[src/hw/rtl/oli_pkg.sv]
// Shared types, constants and helpers for the occluded light intensity block.
// Depends on nothing; every other file refers to it by scoped names.
package oli_pkg;

  // Vertex table geometry.
  localparam int unsigned MaxVertices = 256;
  localparam int unsigned AddrW       = $clog2(MaxVertices);
  localparam int unsigned CntW        = AddrW + 1;

  // Coordinate and register widths.
  localparam int unsigned CoordW  = 16;
  localparam int unsigned RadiusW = 14;
  localparam int unsigned DsqW    = 2 * RadiusW;      // distance squared after the reach check
  localparam int unsigned RootW   = (DsqW + 32) / 2;  // root of dsq * 2^32
  localparam int unsigned RootSteps = RootW;
  localparam int unsigned StepW   = $clog2(RootSteps);

  // Configuration register indexes.
  localparam logic [1:0] RegCenterX = 2'd0;
  localparam logic [1:0] RegCenterY = 2'd1;
  localparam logic [1:0] RegRadius  = 2'd2;

  localparam logic [RadiusW-1:0] RadiusReset = RadiusW'(100);

  typedef enum logic [1:0] {
    ACT_CLEAR  = 2'd0,
    ACT_APPEND = 2'd1,
    ACT_QUERY  = 2'd2
  } action_e;

  typedef enum logic [2:0] {
    ST_IDLE,
    ST_DIFF,
    ST_SQR,
    ST_CHK,
    ST_WALK,
    ST_DRAIN,
    ST_ROOT,
    ST_OUT
  } ctrl_state_e;

  typedef enum logic [1:0] {
    RD_IDLE,
    RD_SQRT,
    RD_DIV,
    RD_FIN
  } rd_state_e;

  typedef struct packed {
    logic signed [CoordW-1:0] x;
    logic signed [CoordW-1:0] y;
    logic                     mark;
  } vtx_t;

  // One edge beat handed to the geometry pipeline.
  typedef struct packed {
    logic                     valid;
    logic                     closing;
    logic                     poly_end;
    logic signed [CoordW-1:0] ax;
    logic signed [CoordW-1:0] ay;
    logic signed [CoordW-1:0] bx;
    logic signed [CoordW-1:0] by;
  } edge_t;

  // Sign-extend a coordinate by one bit so differences cannot overflow.
  function automatic logic signed [CoordW:0] sx(input logic signed [CoordW-1:0] v);
    sx = {v[CoordW-1], v};
  endfunction

endpackage

[src/hw/rtl/oli_root_div.sv]
// Intensity unit: bit-serial square root of dsq*2^32, then restoring division by the
// radius and the final rounding and saturation. Depends on oli_pkg.
module oli_root_div (
  input  logic                               clk_i,
  input  logic                               rst_ni,
  input  logic                               start_i,
  input  logic [oli_pkg::DsqW-1:0]           dsq_i,
  input  logic [oli_pkg::RadiusW-1:0]        radius_i,
  output logic                               done_o,
  output logic [15:0]                        intensity_o
);

  localparam int unsigned RW = oli_pkg::RootW;

  oli_pkg::rd_state_e            state_q, state_d;
  logic [oli_pkg::StepW-1:0]     step_q;
  logic [oli_pkg::DsqW-1:0]      rad_q;
  logic [RW+1:0]                 rem_q;
  logic [RW-1:0]                 root_q;
  logic [oli_pkg::RadiusW-1:0]   drem_q;
  logic                          exact_q;

  logic [RW+3:0]                 sq_work, sq_trial;
  logic                          sq_ge;
  logic [oli_pkg::RadiusW:0]     dv_work;
  logic                          dv_ge;
  logic [RW:0]                   k_full;
  logic [16:0]                   k_sat, v_full;
  logic                          last;

  assign last = (step_q == '0);

  // Step logic for both phases.
  always_comb begin
    sq_work  = {rem_q, rad_q[oli_pkg::DsqW-1 -: 2]};
    sq_trial = {2'b00, root_q, 2'b01};
    sq_ge    = (sq_work >= sq_trial);
    dv_work  = {drem_q, root_q[RW-1]};
    dv_ge    = (dv_work >= {1'b0, radius_i});
    if (exact_q) begin
      k_full = {1'b0, root_q} + (RW+1)'(drem_q != '0);
    end else begin
      k_full = {1'b0, root_q} + 1'b1;
    end
    k_sat  = (k_full > (RW+1)'(65536)) ? 17'd65536 : k_full[16:0];
    v_full = 17'd65536 - k_sat;
  end

  always_comb begin
    state_d = state_q;
    unique case (state_q)
      oli_pkg::RD_IDLE: if (start_i) state_d = oli_pkg::RD_SQRT;
      oli_pkg::RD_SQRT: if (last) state_d = oli_pkg::RD_DIV;
      oli_pkg::RD_DIV:  if (last) state_d = oli_pkg::RD_FIN;
      oli_pkg::RD_FIN:  state_d = oli_pkg::RD_IDLE;
      default:          state_d = oli_pkg::RD_IDLE;
    endcase
  end

  always_ff @(posedge clk_i or negedge rst_ni) begin
    if (!rst_ni) begin
      state_q <= oli_pkg::RD_IDLE;
    end else begin
      state_q <= state_d;
    end
  end

  // Datapath registers.
  always_ff @(posedge clk_i) begin
    case (state_q)
      oli_pkg::RD_IDLE: begin
        step_q <= oli_pkg::StepW'(oli_pkg::RootSteps - 1);
        rad_q  <= dsq_i;
        rem_q  <= '0;
        root_q <= '0;
        drem_q <= '0;
      end
      oli_pkg::RD_SQRT: begin
        rad_q  <= {rad_q[oli_pkg::DsqW-3:0], 2'b00};
        rem_q  <= sq_ge ? (RW+2)'(sq_work - sq_trial) : (RW+2)'(sq_work);
        root_q <= {root_q[RW-2:0], sq_ge};
        step_q <= last ? oli_pkg::StepW'(oli_pkg::RootSteps - 1) : step_q - 1'b1;
        if (last) begin
          exact_q <= sq_ge ? ((sq_work - sq_trial) == '0) : (sq_work == '0);
        end
      end
      oli_pkg::RD_DIV: begin
        drem_q <= dv_ge ? oli_pkg::RadiusW'(dv_work - {1'b0, radius_i})
                        : dv_work[oli_pkg::RadiusW-1:0];
        root_q <= {root_q[RW-2:0], dv_ge};
        step_q <= step_q - 1'b1;
      end
      default: begin
        intensity_o <= v_full[16] ? 16'hFFFF : v_full[15:0];
      end
    endcase
  end

  always_ff @(posedge clk_i or negedge rst_ni) begin
    if (!rst_ni) begin
      done_o <= 1'b0;
    end else begin
      done_o <= (state_q == oli_pkg::RD_FIN);
    end
  end

endmodule
[config.mk]
export PLATFORM = sky130hd
export DESIGN_NAME = oli_root_div
export DESIGN_NICKNAME = d
export VERILOG_FILES = /design/src/hw/rtl/oli_pkg.sv /design/src/hw/rtl/oli_root_div.sv
export SDC_FILE = /design/constraint.sdc
export NUM_CORES = 1
export LEC_CHECK = 0
export ABC_AREA = 1
export BUFFER_PORTS_ARGS = -buffer_cell sky130_fd_sc_hd__buf_2
export CORE_MARGIN = 1.5
export CORE_UTILIZATION = 57
export DETAILED_ROUTE_END_ITERATION = 8
export PLACE_DENSITY = 0.76
export SETUP_SLACK_MARGIN = 0.5
export SLEW_MARGIN = 25
export SYNTH_ARGS = -nofsm -noshare
export SYNTH_HDL_FRONTEND = slang
export SYNTH_SLANG_ARGS = --single-unit
[constraint.sdc]
create_clock -name clk_i -period 4.9 [get_ports clk_i]
set_input_delay 0 -clock clk_i [delete_from_list [all_inputs] [get_ports clk_i]]
set_output_delay 0 -clock clk_i [all_outputs]
set_load 0.02 [all_outputs]
## After elaboration in Yosys (flattened, before gate mapping)

Index checks and enable logic that the tools add are counted.
Widths: inputs -> output; s select.

- Bits in registers: 129
- Logic and storage cells: 50

- Add/sub/neg operators: 6
- Order comparisons: 3
- Eq/ne operators: 6
- Muxes and demuxes: 15
- Reduce and logical (&&, ||, !) cells: 11

Operators with widths:

| cell | count |
|---|---|
| $pmux 30 s3 | 1 |
| $logic_not 34->1 | 2 |
| $pmux 32 s2 | 1 |
| $pmux 28 s2 | 1 |
| $ge 34x32->1 | 1 |
| $sub 34x32->34 | 1 |
| $mux 32 | 1 |
| $add 30x1->31 | 1 |
| $add 30x1->31 const B | 1 |
| $gt 31x17->1 const B | 1 |
| $mux 31 | 1 |
| $pmux 14 s2 | 1 |
| $mux 17 | 1 |
| $sub 17x17->17 const A | 1 |
| $ge 15x14->1 | 1 |
| $pmux 5 s3 | 1 |
| $mux 14 | 1 |
| $reduce_bool 14->1 | 1 |
| $sub 14x14->14 | 1 |
| $pmux 2 s4 | 1 |
| $mux 2 | 3 |
| $ne 2x2->1 const B | 3 |
| $logic_not 5->1 | 1 |
| $mux 5 | 1 |
| 10 further kinds | 12 |

## Logic depth before layout (Yosys ltp)

Gate-level depths: netlist (run 1).

- Depth after elaboration: 6
- Gate-level depth with buffers: 30

## Least setup slack after synthesis (run 1)

OpenSTA, ideal clock, no wires.

- Path kind: register to register
- Start point: reg drem_q[0] (netlist bit)
- End point: reg intensity_o[5] (data pin)
- Library setup time: 0.256 ns
- Arrival: 3.440 ns
- Data required time: 4.644 ns
- Setup slack: 1.204 ns
- Stages on the path, launching flop included: 26
- Buffers on the path: 3
- Period minus slack after synthesis: 3.696 ns
- Path through: edfxtp_1 -> nor4_1 -> nand3_1 -> ha_1 -> ha_1 -> or2_2 -> nor2_1 -> nand3_1 -> nor2_1 -> nand3_1 -> nor2_1 -> nand2_2 -> nand2_4 -> nand2_2 -> buf_6 -> clkinv_4 -> buf_6 -> nand2_1 -> ha_1 -> nand2_1 -> nor2_1 -> nand2_1 -> nand2_1 -> nand2_4 -> buf_6 -> nand2_1

- Longest elaborated chain between the ends: 6

RTL lines:

| element | line | text |
|---|---|---|
| start, declared | oli_root_div.sv:20 | `logic [oli_pkg::RadiusW-1:0] drem_q;` |
| start signal, assigned | oli_root_div.sv:88 | `drem_q <= dv_ge ? oli_pkg::RadiusW'(dv_work - {1'b0, radius_i})` |
| $reduce_bool 14->1 * | oli_root_div.sv:41 | `k_full = {1'b0, root_q} + (RW+1)'(drem_q != '0);` |
| $add 30x1->31 * | oli_root_div.sv:41 |  |
| $mux 31 * | oli_root_div.sv:40 | `if (exact_q) begin` |
| $gt 31x17->1 | oli_root_div.sv:45 | `k_sat = (k_full > (RW+1)'(65536)) ? 17'd65536 : k_full[16:0];` |
| $mux 17 * | oli_root_div.sv:45 |  |
| $sub 17x17->17 * | oli_root_div.sv:46 | `v_full = 17'd65536 - k_sat;` |
| end signal, assigned | oli_root_div.sv:94 | `intensity_o <= v_full[16] ? 16'hFFFF : v_full[15:0];` |
| end, declared | oli_root_div.sv:10 | `output logic [15:0] intensity_o` |

Mark *: on every way between the ends. The rest lies on a longest branch, timed or not.
A chain may end at the register's enable or synchronous reset.

## Final worst setup path (run 1)

- Start point: reg drem_q[11] (netlist bit)
- End point: reg intensity_o[14] (data pin)

The elaborated chain is that of the path after synthesis.

==> results_dict.tcl, run 1 <==
set metrics [dict create \
    cts_tree "built" \
    clockRootBuffer "clkbuf_16" \
    drtIter0Drc 747 \
    antenna_found_initial 0 \
    yosysUniqueCellTypes 51 \
    timing.hold.ws_ps 36.4 \
    pre_cts_ws_ps 747 \
    power.density_nw_per_um2 817 \
    grt.overflow.total 0 \
    synth-edff-count 126 \
    vias 9007 \
    maxCapViolCount 0 \
    worstMarginPinSlew_ps 869 \
    hold_viol_final 0 \
    synthCells 1294 \
    worst_setup_path_start_kind "flip-flop" \
    crit_path_end_kind "flip-flop" \
    grt_util_all_layers 0.294 \
    path_clk_slew_ps 60 \
    vdd_drop_max_uv 694 \
    async_reset_ff_frac 0.0233 \
    crit_chain "inv_1 -> nand4_1 -> nor4_2 -> nand3_1 -> ha_1 -> ha_1 -> or2_2 -> nor2_1 -> nand3_1 -> nor2_1 -> nand3_1 -> nor2_1 -> nand2_2 -> nand2_4 -> nand2_4 -> clkinv_4 -> nand2_1 -> ha_1 -> nand2_2 -> nor2_2 -> nand2_1 -> nand2_1 -> nand2_4 -> nand2_1" \
    rsz0062_at_grt "no" \
    outcome "complete, no violations" \
    syn-num-nets 1396 \
    r2r-end "intensity_o[14]$_SDFFCE_PP1N_" \
    crit_top_cell "nand2_1" \
    first_pass_iters 6 \
    synth_area_leaders "edfxtp_1 39%, nand2_1 13%, ha_1 7.1%" \
    setup_violations 0 \
    critPathKind "reg -> reg" \
    seq_area_frac_synth 0.393 \
    reg2reg_slack_ps 890 \
    io_buffers 61 \
    syn_area_um2 9810 \
    final_core_util 0.673 \
    start_util 0.588 \
    cts_buffer_depth 2 \
    holdCritPathClass "in -> reg" \
    ios 62 \
    grt_start_max_net_pins 50 \
    period_minus_slack_ps 4010 \
    drive_gt1_frac 0.104 \
    cp_data_required_time_ps 5070 \
    clock_sink_count 129 \
    dpl.hpwl_um 19000 \
    rows 47 \
    finalNetCount 1489 \
    ff2ff_path_depth 24 \
    wl_per_cell_um 15.8 \
    fin_ws_ps 891 \
    die_h_um 134 \
    grt_pass1_vias 8716 \
    ys.flop_type "edfxtp_1" \
    slowest_stage "edfxtp_1" \
    fmax_ghz 0.249 \
    syn_area_per_cell_um2 7.58 \
    layout_common_cells "347 x nand2_1, 176 x nor2_1, 142 x inv_1" \
    r2r-start "drem_q[11]$_SDFFCE_PN0P_" \
    hold-path-endpoint "drem_q[0]$_SDFFCE_PN0P_" \
    min_period_over_period 0.818 \
    antennaDiodeCount 0 \
    synth.top_cell.area_share 0.386 \
    clock_skew_ps 9.28 \
    insertion_delay_ps 430 \
    slew_viol_final 0 \
    die-area_um2 18000 \
    worstHoldPathCells 3 \
    yosysTopAreaCell "edfxtp_1" \
    die_w_um 134 \
    grt_pass1_wl_um 41700 \
    ys_ff_latch 129 \
    tns_ps 0 \
    layout_commonest_cell "nand2_1" \
    yosysWarnings 0 \
    place.gp.congestion 0.988 \
    drc 0 \
    core-area_um2 16700 \
    max-slew-margin-rel 0.420 \
    cp_max_fo 16 \
    drt.antenna.violating_nets 0 \
    viasPerCell 5.56 \
    htree_levels 4 \
    p_leak_nw 4.91 \
    slowest_delay_ps 390 \
    cts_buffers 17 \
    hp-start "radius_i[0]" \
    drt_wl_total_um 25700 \
    critPathArrivalTime_ps 4180 \
    area_growth_pct 14.5 \
]
==> critical path: cells and delay by family, from the launching register on <==
family	cells	cell delay, ps
fa+ha+maj	3	740
buf+inv	2	250
flops	1	390
simple gates	19	2380
==> worst max-delay path by stage <==
stage,start,end
6_report,drem_q[11]$_SDFFCE_PN0P_,intensity_o[14]$_SDFFCE_PP1N_
5_1_grt,drem_q[11]$_SDFFCE_PN0P_,intensity_o[14]$_SDFFCE_PP1N_
4_1_cts,drem_q[11]$_SDFFCE_PN0P_,intensity_o[14]$_SDFFCE_PP1N_
3_5_place_dp,drem_q[11]$_SDFFCE_PN0P_,intensity_o[9]$_SDFFCE_PP1N_
3_3_place_gp,drem_q[5]$_SDFFCE_PN0P_,intensity_o[14]$_SDFFCE_PP1N_
2_1_floorplan,drem_q[0]$_SDFFCE_PN0P_,intensity_o[5]$_SDFFCE_PP1N_
==> kinds of logic (layout without fill, tap and decap cells) <==
kind of cell    Yosys count  count (layout)  share of synthesized area
flops                   129             129                      0.393
xor+xnor                 50              50                     0.0454
compound gates          227             227                      0.130
buf+inv                 170             276                     0.0680
fa+ha+maj                57              57                     0.0734
simple gates            661             661                      0.290
==> synth_stat cells, drive strengths merged (2+ instances only) <==
| master | n |
|---|---|
| a211oi | 6 |
| a21boi | 2 |
| a21o | 7 |
| a21oi | 84 |
| a31oi | 11 |
| and2 | 2 |
| buf | 6 |
| clkbuf | 19 |
| dfrtp | 3 |
| edfxtp | 126 |
| ha | 56 |
| inv | 144 |
| nand2 | 358 |
| nand3 | 54 |
| nand4 | 19 |
| nor2 | 192 |
| nor3 | 15 |
| nor3b | 2 |
| nor4 | 14 |
| o211ai | 7 |
| o21a | 5 |
| o21ai | 93 |
| o21bai | 4 |
| o41ai | 2 |
| or2 | 3 |
| xnor2 | 22 |
| xor2 | 28 |
==> routing by layer <==
layer | vias up | track usage | wire length, um
li1 | 4521 | - | -
met5 | - | 0 | 0
met4 | 0 | 0.107 | 682
met1 | 4125 | 0.386 | 11500
met3 | 53 | 0.0435 | 1360
met2 | 308 | 0.494 | 12100
==> per-stage QoR <==
step	cell area (um^2)	instances	power (W)
finish	11200	1620	0.00918
floorplan	9810	1294	0.00652
CTS	11200	1620	0.00909
detailed placement	10300	1557	0.00778
global route	11200	1620	0.00998
global placement	10300	1557	0.00767
==> sequential cells by signal, indices dropped and copies added (netlist names) <==
register / count
rem_q: 32
root_q: 30
rad_q: 28
intensity_o: 16
drem_q: 14
step_q: 5
state_q: 2
done_o: 1
exact_q: 1
==> report_power, final <==
group          internal [W]  total [W]  switching, W
combinational       0.00177    0.00545       0.00368
clock              0.000711    0.00125      0.000537
sequential          0.00213    0.00248      0.000353
==> cell type report <==
cell class | instances | area (um^2)
clock buffers | 17 | 425
clock inverters | 15 | 146
fillers | 1402 | 5470
inverters | 145 | 549
multi-input cells | 995 | 5310
flip-flops and latches | 129 | 3860
well taps | 220 | 275
repair buffers | 99 | 668
==> repair_timing <==
action                     4_1_cts  5_1_grt
hold endpoints to repair        33        0
hold buffers                    31        0
resized for setup                0        4
buffers inserted                 0        0
setup endpoints to repair        0       16
Note: power is estimated with default switching activity, not from simulation.
==> run 2, diff against run 1 <==
Settings changed: ABC_AREA 1 to 0.
Clock period 4.9 ns to 3.7 ns, I/O delays scaled along.
==> run 2 against run 1 <==
The run now ends with negative setup slack left; cell area grew 17%; utilization grew 11 points; wire length grew 15%; largest cell class unchanged; clock-buffer cell count grew 1; via count grew 4.9%; synthesized area grew 0.27%; global-route usage grew 0.19 points; die area grew 0.26%; critical path type unchanged; critical path depth shrank 6.
==> results_dict.tcl, run 2 <==
set metrics [dict create \
    outcome "complete, but fails checks" \
    violations "negative setup slack" \
    drtIter0Drc 1022 \
    final_core_util 0.786 \
    async_reset_ff_frac 0.0233 \
    synth.top_cell.area_share 0.385 \
    startpoint "drem_q[10]$_SDFFCE_PN0P_" \
    yosysWarnings 0 \
    clock_skew_ps 9.20 \
    clock_sink_count 129 \
    synthCells 1060 \
    worstMarginPinSlew_ps 910 \
    grt_pass1_vias 8580 \
    start_util 0.589 \
    hold_viol_final 0 \
    insertion_delay_ps 430 \
    drt.antenna.violating_nets 0 \
    yosysUniqueCellTypes 82 \
    synth-edff-count 126 \
    place.gp.congestion 0.943 \
    finalNetCount 1374 \
    dpl_cell_area_um2 11000 \
    htree_levels 4 \
    antennaDiodeCount 0 \
    path_depth 18 \
    layout_common_cells "126 x edfxtp_1, 120 x buf_4, 88 x nor2_1" \
    dpl.hpwl_um 18500 \
    cp_max_fo 8 \
    timing.hold.ws_ps 171 \
    top_regs "rem_q x32, root_q x30, rad_q x28" \
    antenna_found_initial 1 \
    slowest_stage "edfxtp_1" \
    fill_cells 1030 \
    largest_register_ffs 32 \
    rows 47 \
    yosysTopAreaCell "edfxtp_1" \
    holdCritPathClass "in -> reg" \
    fmax_ghz 0.239 \
    crit_top_cell "ha_4" \
    worst-path-buf-inv 3 \
    hp-start "radius_i[0]" \
    maxCapViolCount 0 \
    r2r-start "drem_q[10]$_SDFFCE_PN0P_" \
    ff2ff_path_depth 18 \
    drive_gt1_frac 0.311 \
    slew_viol_final 0 \
    core-area_um2 16700 \
    layout_commonest_cell "edfxtp_1" \
    clockRootBuffer "clkbuf_16" \
    syn_area_per_cell_um2 9.28 \
    wl_per_cell_um 19.7 \
    die_h_um 134 \
    ys_ff_latch 129 \
    post-synth-top-count-cell "edfxtp_1" \
    grt_start_max_net_pins 65 \
    max-slew-margin-rel 0.394 \
    period_minus_slack_ps 4180 \
    rsz0062_at_grt "yes" \
    grt_util_all_layers 0.296 \
    final_area_um2 13100 \
    ys.flop_type "edfxtp_1" \
    grt.overflow.total 0 \
    ios 62 \
    first_pass_iters 5 \
    drt_wl_total_um 29600 \
    worst_setup_path_start_kind "flip-flop" \
    regMostFlops "rem_q" \
    min_period_over_period 1.13 \
    fin_ws_ps -479 \
    cts_buffer_depth 2 \
    drc 0 \
    crit_chain "nor4_2 -> buf_4 -> nand4_1 -> ha_4 -> ha_4 -> xor2_1 -> or3_4 -> a211oi_2 -> a21boi_2 -> o2111a_2 -> o211ai_1 -> ha_2 -> and4_4 -> and3_4 -> a31oi_4 -> buf_6 -> buf_16 -> nand2b_1" \
    slowest_delay_ps 390 \
    syn_area_um2 9840 \
    syn-num-nets 1162 \
    die-area_um2 18100 \
    cp_data_required_time_ps 3880 \
    cts_tree "built" \
    ys_top_cells_by_count "126 x edfxtp_1, 91 x nor2_1, 85 x nand2_1" \
    synth_area_leaders "edfxtp_1 38%, ha_1 7.1%, xnor2_1 3.9%" \
    critPathKind "reg -> reg" \
    crit_path_end_kind "flip-flop" \
    crit_family "simple AND/OR/NAND/NOR gates" \
    die_w_um 134 \
    viasPerCell 6.28 \
    cts_buffers 17 \
    io_buffers 61 \
    setup_violations 18 \
    vias 9444 \
    seq_area_frac_synth 0.392 \
    path_clk_slew_ps 60 \
    critPathArrivalTime_ps 4360 \
    worstHoldPathCells 4 \
    grt_pass1_wl_um 42300 \
    area_growth_pct 33.4 \
]
-- run 2: what timing repair did --
| action | CTS | global route |
|---|---|---|
| cloned | 1 | 5 |
| gates resized for setup | 62 | 126 |
| pin swaps | 14 | 46 |
| endpoints found under the hold margin | 32 | 0 |
| setup buffers | 16 | 26 |
| hold buffers | 31 | 0 |
| setup endpoints to repair | 50 | 43 |
-- run 2: final timing paths --
path / end / slack (ps)
worst max-delay path: intensity_o[1]$_SDFFCE_PP1N_ / -480
worst min-delay path: drem_q[0]$_SDFFCE_PN0P_ / 170
worst max register to register: intensity_o[1]$_SDFFCE_PP1N_ / -480
worst min register to register: rad_q[8]$_DFFE_PP_ / 550
max in group asynchronous: done_o$_DFF_PN0_ / 3090
min in group asynchronous: state_q[0]$_DFFE_PN0P_ / 460
-- run 2: worst reg2reg max path, delay by kind of cell, from the launching register on --
family          cells  cell delay [ps]
simple gates        6             1230
xor+xnor            1              170
buf+inv             3              430
compound gates      5             1040
fa+ha+maj           3              650
flops               1              390
-- run 2: kinds of logic (layout without fill, tap and decap cells) --
kind of cell    Yosys count  in the layout  share of synthesized area
flops                   129            129                      0.392
fa+ha+maj                57             57                     0.0732
compound gates          285            285                      0.196
mux                      37             37                     0.0418
buf+inv                 119            344                     0.0504
simple gates            377            377                      0.197
xor+xnor                 56             56                     0.0498
-- run 2: final cells by class --
| type | count | area (um^2) | area share |
|---|---|---|---|
| Multi-Input combinational cell | 812 | 6110 | 0.465 |
| Sequential cell | 129 | 3860 | 0.294 |
| Timing Repair Buffer | 246 | 2030 | 0.155 |
| Clock buffer | 18 | 429 | 0.0327 |
| Tap cell | 220 | 275 | 0.0210 |
| Inverter | 66 | 255 | 0.0194 |
| Clock inverter | 14 | 164 | 0.0125 |
-- run 2: layer usage --
metal,global-route usage,vias up,wire length (um)
met1,0.392,4430,11900
met3,0.0544,132,2260
met4,0.0908,0,1300
li1,-,4375,-
met5,0,-,0
met2,0.494,507,14200
-- run 2: stage by stage --
step / worst slack (ps) / TNS, ps / cells
2_1_floorplan: -492 / -7050 / 1060
6_report: -479 / -7570 / 1505
4_1_cts: -409 / -6240 / 1474
3_3_place_gp: -351 / -5130 / 1394
5_1_grt: -631 / -9970 / 1505
3_5_place_dp: -529 / -7900 / 1394
Power of run 2 is not shown: default switching activity piles up to over one toggle a cycle in this logic, so the estimate is an artifact.
